--- src/design/sax_pkg.sv ---
// ----------------------------------------------------------------------------
// sax_pkg
// Shared constants and types for the symbolic aggregate approximation
// symbolizer: field widths, limits, configuration register indexes, action codes and states.
// ----------------------------------------------------------------------------
`default_nettype none

package sax_pkg;

  // field and state widths
  localparam int unsigned SampleW   = 16;
  localparam int unsigned SumW      = 24;
  localparam int unsigned ProdW     = 25;
  localparam int unsigned LenW      = 9;
  localparam int unsigned CntW      = 11;
  localparam int unsigned AlphaW    = 9;
  localparam int unsigned SymW      = 8;
  localparam int unsigned SlotW     = 8;
  localparam int unsigned SegIdxW   = 10;
  localparam int unsigned SamplePosW = 8;
  localparam int unsigned CfgIdxW   = 2;
  localparam int unsigned CfgDataW  = 11;

  // limits
  localparam int unsigned MaxSegLen   = 256;
  localparam int unsigned MaxSegments = 1024;
  localparam int unsigned MaxAlphabet = 256;
  localparam int unsigned TableDepth  = MaxAlphabet - 1;

  // configuration register indexes
  localparam logic [CfgIdxW-1:0] CFG_SEGMENT_LENGTH = 2'd0;
  localparam logic [CfgIdxW-1:0] CFG_SEGMENT_COUNT  = 2'd1;
  localparam logic [CfgIdxW-1:0] CFG_ALPHABET_SIZE  = 2'd2;

  // input action codes
  localparam logic ACT_SAMPLE = 1'b0;
  localparam logic ACT_LOAD   = 1'b1;

  // sequencer states
  typedef enum logic [1:0] {
    ST_IDLE,
    ST_SCAN,
    ST_DRAIN,
    ST_EMIT
  } state_e;

endpackage

`default_nettype wire

--- src/design/sax_symbolizer_top.sv ---
// ----------------------------------------------------------------------------
// sax_symbolizer_top
// Accumulates Q8.8 samples into segments and, at each segment end, counts
// the loaded breakpoints lying strictly below the segment mean using one
// shared multiply and compare unit stepped over the breakpoint table.
// ----------------------------------------------------------------------------
//
//   channel  | handshake              | payload
//   ---------+------------------------+-----------------------------------------
//   cfg      | cfg_we_i               | cfg_index_i, cfg_wdata_i
//   in       | in_valid_i / in_ready_o| action_i, value_i, breakpoint_slot_i
//   out      | out_valid_o/out_ready_i| symbol_o, segment_index_o,
//            |                        | last_of_series_o
//
// a load or a sample inside a segment leaves the sequencer in ST_IDLE
// a sample that ends a segment starts a scan of alphabet_size - 1 table
// entries, one table entry per cycle into a read, multiply and compare
// pipeline, then the drain and emit states before the next transaction
// in_ready_o is low during the table scan and drain and while a result
// waits for a free output register; a result held in the output register only
// blocks the next segment end
// reset clears counters and sum, sets config defaults; the table is kept
`default_nettype none

module sax_symbolizer_top
  import sax_pkg::*;
(
  input  wire logic                       clk_i,
  input  wire logic                       rst_ni,
  // configuration
  input  wire logic                       cfg_we_i,
  input  wire logic [CfgIdxW-1:0]         cfg_index_i,
  input  wire logic [CfgDataW-1:0]        cfg_wdata_i,
  // input channel
  input  wire logic                       in_valid_i,
  output logic                            in_ready_o,
  input  wire logic                       action_i,
  input  wire logic signed [SampleW-1:0]  value_i,
  input  wire logic [SlotW-1:0]           breakpoint_slot_i,
  // output channel
  output logic                            out_valid_o,
  input  wire logic                       out_ready_i,
  output logic [SymW-1:0]                 symbol_o,
  output logic [SegIdxW-1:0]              segment_index_o,
  output logic                            last_of_series_o
);

  // configuration registers
  logic [LenW-1:0]   cfg_len_q;
  logic [CntW-1:0]   cfg_cnt_q;
  logic [AlphaW-1:0] cfg_alpha_q;

  always_ff @(posedge clk_i or negedge rst_ni) begin
    if (!rst_ni) begin
      cfg_len_q   <= LenW'(1);
      cfg_cnt_q   <= CntW'(1);
      cfg_alpha_q <= AlphaW'(2);
    end else if (cfg_we_i) begin
      unique case (cfg_index_i)
        CFG_SEGMENT_LENGTH: cfg_len_q   <= cfg_wdata_i[LenW-1:0];
        CFG_SEGMENT_COUNT:  cfg_cnt_q   <= cfg_wdata_i[CntW-1:0];
        CFG_ALPHABET_SIZE:  cfg_alpha_q <= cfg_wdata_i[AlphaW-1:0];
        default: ;
      endcase
    end
  end

  // clamped settings
  logic [LenW-1:0]   len_c;
  logic [CntW-1:0]   cnt_c;
  logic [AlphaW-1:0] alpha_c;

  always_comb begin
    priority if (cfg_len_q == '0)                len_c = LenW'(1);
    else if (cfg_len_q > LenW'(MaxSegLen))       len_c = LenW'(MaxSegLen);
    else                                         len_c = cfg_len_q;
    priority if (cfg_cnt_q == '0)                cnt_c = CntW'(1);
    else if (cfg_cnt_q > CntW'(MaxSegments))     cnt_c = CntW'(MaxSegments);
    else                                         cnt_c = cfg_cnt_q;
    priority if (cfg_alpha_q < AlphaW'(2))       alpha_c = AlphaW'(2);
    else if (cfg_alpha_q > AlphaW'(MaxAlphabet)) alpha_c = AlphaW'(MaxAlphabet);
    else                                         alpha_c = cfg_alpha_q;
  end

  // state and datapath registers
  state_e                  state_q, state_d;
  logic signed [SumW-1:0]  sum_q, sum_d;
  logic [SamplePosW-1:0]   spos_q, spos_d;
  logic [SegIdxW-1:0]      segpos_q, segpos_d;
  logic [SegIdxW-1:0]      pend_idx_q, pend_idx_d;
  logic                    pend_last_q, pend_last_d;
  logic [SlotW-1:0]        addr_q, addr_d;
  logic [SymW-1:0]         sym_q, sym_d;
  logic                    rd_vld_q, mul_vld_q;
  logic signed [SampleW-1:0] rd_data_q;
  logic signed [ProdW-1:0] prod_q;
  logic                    out_valid_q;
  logic [SymW-1:0]         out_sym_q;
  logic [SegIdxW-1:0]      out_idx_q;
  logic                    out_last_q;
  logic                    out_load;

  logic in_fire, sample_fire, load_fire, seg_end, series_end, last_issue;
  logic [SamplePosW:0] spos_inc;
  logic [CntW-1:0]     segpos_inc;

  assign in_fire     = in_valid_i && in_ready_o;
  assign sample_fire = in_fire && (action_i == ACT_SAMPLE);
  assign load_fire   = in_fire && (action_i == ACT_LOAD);
  assign spos_inc    = {1'b0, spos_q} + (SamplePosW+1)'(1);
  assign segpos_inc  = CntW'(segpos_q) + CntW'(1);
  assign seg_end     = spos_inc >= len_c;
  assign series_end  = segpos_inc >= cnt_c;
  assign last_issue  = {1'b0, addr_q} == (alpha_c - AlphaW'(2));

  // breakpoint table
  logic signed [SampleW-1:0] bp_mem [TableDepth];

  always_ff @(posedge clk_i) begin
    if (load_fire && (breakpoint_slot_i < SlotW'(TableDepth))) begin
      bp_mem[breakpoint_slot_i] <= value_i;
    end
    rd_data_q <= bp_mem[addr_q];
  end

  // shared multiply unit: breakpoint times segment length
  always_ff @(posedge clk_i) begin
    prod_q <= ProdW'(rd_data_q * $signed({1'b0, len_c}));
  end

  // sequencer: next state and datapath control
  always_comb begin
    state_d     = state_q;
    sum_d       = sum_q;
    spos_d      = spos_q;
    segpos_d    = segpos_q;
    pend_idx_d  = pend_idx_q;
    pend_last_d = pend_last_q;
    addr_d      = addr_q;
    sym_d       = sym_q;
    out_load    = 1'b0;
    in_ready_o  = 1'b0;
    unique case (state_q)
      ST_IDLE: begin
        in_ready_o = 1'b1;
        if (sample_fire) begin
          sum_d = sum_q + SumW'(value_i);
          if (seg_end) begin
            spos_d      = '0;
            pend_idx_d  = segpos_q;
            pend_last_d = series_end;
            segpos_d    = series_end ? '0 : segpos_inc[SegIdxW-1:0];
            addr_d      = '0;
            sym_d       = '0;
            state_d     = ST_SCAN;
          end else begin
            spos_d = spos_inc[SamplePosW-1:0];
          end
        end
      end
      ST_SCAN: begin
        // one table read issued per cycle
        if (last_issue) begin
          state_d = ST_DRAIN;
        end else begin
          addr_d = addr_q + SlotW'(1);
        end
      end
      ST_DRAIN: begin
        if (!rd_vld_q && !mul_vld_q) begin
          state_d = ST_EMIT;
        end
      end
      ST_EMIT: begin
        if (!out_valid_q || out_ready_i) begin
          out_load = 1'b1;
          sum_d    = '0;
          state_d  = ST_IDLE;
        end
      end
      default: state_d = ST_IDLE;
    endcase
    // compare stage: count breakpoints below the mean
    if (mul_vld_q && (prod_q < ProdW'(sum_q))) begin
      sym_d = sym_q + SymW'(1);
    end
  end

  // control registers
  always_ff @(posedge clk_i or negedge rst_ni) begin
    if (!rst_ni) begin
      state_q     <= ST_IDLE;
      sum_q       <= '0;
      spos_q      <= '0;
      segpos_q    <= '0;
      pend_idx_q  <= '0;
      pend_last_q <= 1'b0;
      addr_q      <= '0;
      sym_q       <= '0;
      rd_vld_q    <= 1'b0;
      mul_vld_q   <= 1'b0;
      out_valid_q <= 1'b0;
    end else begin
      state_q     <= state_d;
      sum_q       <= sum_d;
      spos_q      <= spos_d;
      segpos_q    <= segpos_d;
      pend_idx_q  <= pend_idx_d;
      pend_last_q <= pend_last_d;
      addr_q      <= addr_d;
      sym_q       <= sym_d;
      rd_vld_q    <= (state_q == ST_SCAN);
      mul_vld_q   <= rd_vld_q;
      if (out_load) begin
        out_valid_q <= 1'b1;
      end else if (out_ready_i) begin
        out_valid_q <= 1'b0;
      end
    end
  end

  // output register payload
  always_ff @(posedge clk_i) begin
    if (out_load) begin
      out_sym_q  <= sym_q;
      out_idx_q  <= pend_idx_q;
      out_last_q <= pend_last_q;
    end
  end

  assign out_valid_o      = out_valid_q;
  assign symbol_o         = out_sym_q;
  assign segment_index_o  = out_idx_q;
  assign last_of_series_o = out_last_q;

`ifndef SYNTH
  // a segment-ending sample starts the table scan
  a_seg_end_scan: assert property (@(posedge clk_i) disable iff (!rst_ni)
    (sample_fire && seg_end) |=> (state_q == ST_SCAN))
    else $error("segment end did not start the scan");

  // the count never exceeds the number of active breakpoints
  a_sym_bound: assert property (@(posedge clk_i) disable iff (!rst_ni)
    (state_q == ST_EMIT) |-> ({1'b0, sym_q} <= (alpha_c - AlphaW'(1))))
    else $error("symbol count exceeds active breakpoints");

  // the segment counter has wrapped when the final segment is emitted
  a_last_wrap: assert property (@(posedge clk_i) disable iff (!rst_ni)
    (out_load && pend_last_q) |-> (segpos_q == '0))
    else $error("segment position not wrapped at series end");

  // the read and multiply stages only run during the scan and drain states
  a_pipe_scope: assert property (@(posedge clk_i) disable iff (!rst_ni)
    (rd_vld_q || mul_vld_q) |-> ((state_q == ST_SCAN) || (state_q == ST_DRAIN)))
    else $error("scan pipeline active outside the scan");
`endif

endmodule

`default_nettype wire
--- config.mk ---
export PLATFORM = sky130hd
export DESIGN_NAME = sax_symbolizer_top
export DESIGN_NICKNAME = d
export VERILOG_FILES = /design/src/design/sax_pkg.sv /design/src/design/sax_symbolizer_top.sv
export SDC_FILE = /design/constraint.sdc
export NUM_CORES = 2
export LEC_CHECK = 0
export BUFFER_PORTS_ARGS = -buffer_cell sky130_fd_sc_hd__buf_2
export CORE_ASPECT_RATIO = 0.75
export CORE_MARGIN = 2
export CORE_UTILIZATION = 60
export DETAILED_ROUTE_END_ITERATION = 10
export PLACE_DENSITY = 0.76
export SLEW_MARGIN = 20
export SYNTH_ARGS = -nofsm -noshare
export SYNTH_HDL_FRONTEND = slang
export SYNTH_SLANG_ARGS = --single-unit
--- constraint.sdc ---
create_clock -name clk_i -period 7.85 [get_ports clk_i]
set_clock_uncertainty 0.15 [all_clocks]
set_input_delay 0.3925 -clock clk_i [delete_from_list [all_inputs] [get_ports clk_i]]
set_output_delay 0.3925 -clock clk_i [all_outputs]
set_load 0.01 [all_outputs]
==> results.txt <==
The flow ran to the end, and the final reports show no timing, DRC or antenna violations. The ratio of routed vias to standard cells came out at 6.916. The utilization after layout is 0.6739. After synthesis, the netlist uses 67 different library cells. In this run the tightest slew margin relative to its limit is 0.1142.

The number of global-route vias before repair came out at 84,970. After synthesis, the share of flip-flops with an asynchronous set or reset is 0.02428. The dominant register cell in the synthesized netlist is edfxtp_1. The final max-slew violation count came out at 0.

The area share of the largest cell type after synthesis is 0.7261. The number of antenna violations at the first check in global routing came out at 49. The detailed router finished its first iteration with 14,310 violations.

Of the synthesized area, sequential elements account for 0.7462. The cell chosen for the clock root is clkbuf_16. The design draws 63,210 uW. The gate count after technology mapping came out at 7,678. Summed over all instances, the cell type with the most area after synthesis is edfxtp_1. Summed over all nets, the switching power comes to 19,420 uW. Measured in cells, the most critical reg-to-reg path has a length of 19. For this run, the post-layout net count is 8,458.

The worst hold path was traced through 5 stages. The floorplan step defined a die boundary enclosing 286,800 um^2. Of the total power, combinational logic draws 0.303. For this run, the slowest stage of the critical path takes 840 ps. The first global-routing pass estimated 626,800 um of wire. The clock passes through at most 4 buffers.

The final critical path time including I/O delays and setup is 6599 ps. In this run the count of I/O pins placed on the die edge is 64. Entering global routing, the biggest net connects 131 pins. The estimated wirelength of the detail-placed design is 248,300 um. The largest driver fanout on the critical path is 25.

The floorplan core area is 280,200 um^2. The number of design rule violations left after detail routing is 0. In the global route stage, overall resource usage came out at 0.3091. The internal portion of the total power is 43,790 uW. The switching fraction of total power came out at 0.3072. The post-synthesis sequential element count is 4,243.

The peak clock frequency supported by timing came out at 151.5 MHz. The die is 617.8 um wide. The area overhead of the layout relative to synthesis is 11.38%. The total placed cells including tap cells is 11,480. The worst setup path is of the flip-flop to flip-flop kind. Setup repair after global routing left no endpoint under its margin. STA classifies the critical path startpoint as a flip-flop. By area the synthesized netlist is led by edfxtp_1 (73%), mux4_2 (17%), dfrtp_1 (1.5%). The number of buffers inserted by post-CTS setup repair is 0. The total standard cell area after synthesis is 169,500 um^2. The number of enable-type register cells in the synthesized netlist came out at 4,099. TritonCTS built the clock tree. Walking the worst path, the cells encountered are nor2b_1 -> nand2_1 -> fa_1 -> inv_1 -> fa_1 -> fa_1 -> fa_1 -> inv_1 -> fa_1 -> inv_1 -> ha_1 -> a21o_1 -> a21oi_1 -> o21a_1 -> nand3_1 -> a211o_1 -> a31o_2 -> a21oi_1 -> xnor2_1. The number of hold violations in the final report is 0. The worst setup path is captured at a flip-flop. The max capacitance violation total came out at 0.

In this run the static leakage power is 0.05926 uW. For the worst setup path, the data arrival time is 7270 ps. In this run the power density over the cells is 334.8 nW/um^2. The required time of the critical path came out at 8520 ps. The total number of clock tree sinks is 4,243. The effective utilization at floorplan came out at 0.6050. During synthesis, Yosys emitted a total of 0 warnings.

The worst-case setup slack after placement is 1288 ps. Of the cells placed in the final design, the portion with a size suffix greater than 1 is 0.2803. The minimum setup slack in the final design is 1251 ps. Measured along the y axis, the die boundary spans 464.3 um. The slowest stage of the critical path is the nor2b_1 cell. The count of buffers from port buffering came out at 63.

The total CTS buffers came out at 383. At the pin with the least slew margin, the transition time is 1315 ps. Of the available clock period, the critical path in the final layout requires 0.8406.

Of the total power, registers draw 0.407. The routed layout has 84,500 vias. The number of levels in the clock H-tree is 5. The clock edge transition at the registers on the reported setup and hold paths came out at 60 ps.

The placement row count came out at 168. Summed over all failing endpoints, the final setup total negative slack is 0 ps. Among the stages of the critical path, the cell type that occurs most often is fa_1. The synthesized netlist net count is 7,971. The worst-skew pair later-pin latency came out at 930 ps. The detailed-route wire length per cell is 35.84 um. The overall overflow remaining after global route is 0. The number of failing setup endpoints in the final timing report is 0. The relative contribution of the clock network to total power is 0.290. Dividing the synthesized area by the synthesized cell count gives 22.08 um^2. Once layout is complete, the cells apart from fillers number 12,220.

The peak supply drop is 0.3956 mV. The detail route stage leaves a number of antenna-violating nets equal to 0. The first-pass iteration count of the detailed router is 6.

The placer's final routability congestion estimate came out at 0.8582. After detailed routing, the total wire length is 437,900 um. The worst hold path class is input pin to flip-flop.
==> registers in the layout, indices dropped and copies added (netlist names), 9 cells and up <==
name	cells
bp_mem	4080
prod_q	25
sum_q	24
rd_data_q	16
cfg_cnt_q	11
pend_idx_q	10
segment_index_o	10
segpos_q	10
cfg_alpha_q	9
cfg_len_q	9
==> worst paths after layout <==
| kind | from | end | slack (ps) |
|---|---|---|---|
| min in group asynchronous | rst_ni | cfg_len_q[0] | 530 |
| worst min register to register | rd_vld_q | mul_vld_q | 240 |
| max in group asynchronous | rst_ni | sum_q[0] | 6250 |
| worst max-delay path | cfg_len_q[8] | prod_q[24] | 1250 |
| worst max register to register | cfg_len_q[8] | prod_q[24] | 1250 |
| worst min-delay path | in_valid_i | spos_q[1] | 60 |
==> power groups by stage <==
stage	clock, uW	sequential, uW	combinational, uW
floorplan	0	25900	13200
global placement	0	26200	18500
detailed placement	0	26200	18800
CTS	18400	25700	19000
global route	19200	25800	20500
finish	18300	25700	19100
==> Yosys cell counts (47+ instances only) <==
cell type,count
edfxtp_1,4099
mux4_2,1285
nor2_1,316
nand2_1,236
inv_1,211
clkbuf_1,188
ha_1,130
fa_1,120
buf_2,116
dfrtp_1,100
o21ai_0,100
mux2i_1,82
and2_1,65
a21oi_1,53
buf_1,50
xnor2_1,47
==> per-layer routing <==
layer / part of all wire / wire length [um] / GRT usage / up-vias
met5: 0.0013 / 572 / 0.004345 / -
met4: 0.034 / 14850 / 0.1008 / 28
met3: 0.14 / 60880 / 0.08589 / 859
met2: 0.46 / 203600 / 0.4638 / 6471
met1: 0.36 / 158000 / 0.4478 / 44300
li1: - / - / - / 32830
==> repair_timing <==
| action | 4_1_cts | 5_1_grt |
|---|---|---|
| gates resized for setup | 0 | 0 |
| hold buffers | 38 | 0 |
| endpoints found under the hold margin | 812 | 0 |
==> through the flow <==
step           cell area [um^2]  hold slack, ps
5_1_grt                  188800           79.98
3_3_place_gp             176300           206.0
2_1_floorplan            169500          -53.09
6_report                 188800           59.94
4_1_cts                  188700          0.4025
3_5_place_dp             176400           209.9
==> logic make-up after synthesis <==
family / synth area share
fa+ha+maj: 0.02377
flops: 0.7462
xor+xnor: 0.003307
buf+inv: 0.01528
simple gates: 0.02035
compound gates: 0.01303
mux: 0.1781
==> layout make-up <==
| type | count | area (um^2) |
|---|---|---|
| well taps | 3740 | 4679 |
| inverters | 212 | 795.8 |
| multi-input cells | 2829 | 40630 |
| clock inverters | 216 | 1931 |
| diodes | 18 | 45.04 |
| clock buffers | 464 | 10030 |
| flip-flops and latches | 4243 | 126500 |
| fillers | 16580 | 91380 |
| repair buffers | 496 | 4194 |
==> worst max-delay path: cells and delay by family (launching register included) <==
family,cells,cell delay [ps]
flip-flops,1,680
AND/OR/NAND/NOR,3,1220
XOR/XNOR,1,140
AO/OA/AOI/OAI,6,1330
buffers and inverters,3,150
adder cells (fa/ha/maj),6,2840
==> cell usage in the layout (no fill, tap or decap), drive strengths merged, types with 47 or more instances in the layout <==
| master | instances |
|---|---|
| fa | 120 |
| a21oi | 53 |
| clkbuf | 471 |
| nor2 | 316 |
| clkinv | 155 |
| mux4 | 1285 |
| ha | 130 |
| inv | 222 |
| dfrtp | 100 |
| edfxtp | 4099 |
| buf | 452 |
| xnor2 | 47 |
| and2 | 65 |
| mux2i | 82 |
| o21ai | 100 |
| nand2 | 236 |
Note: power is estimated with default switching activity, not from simulation.
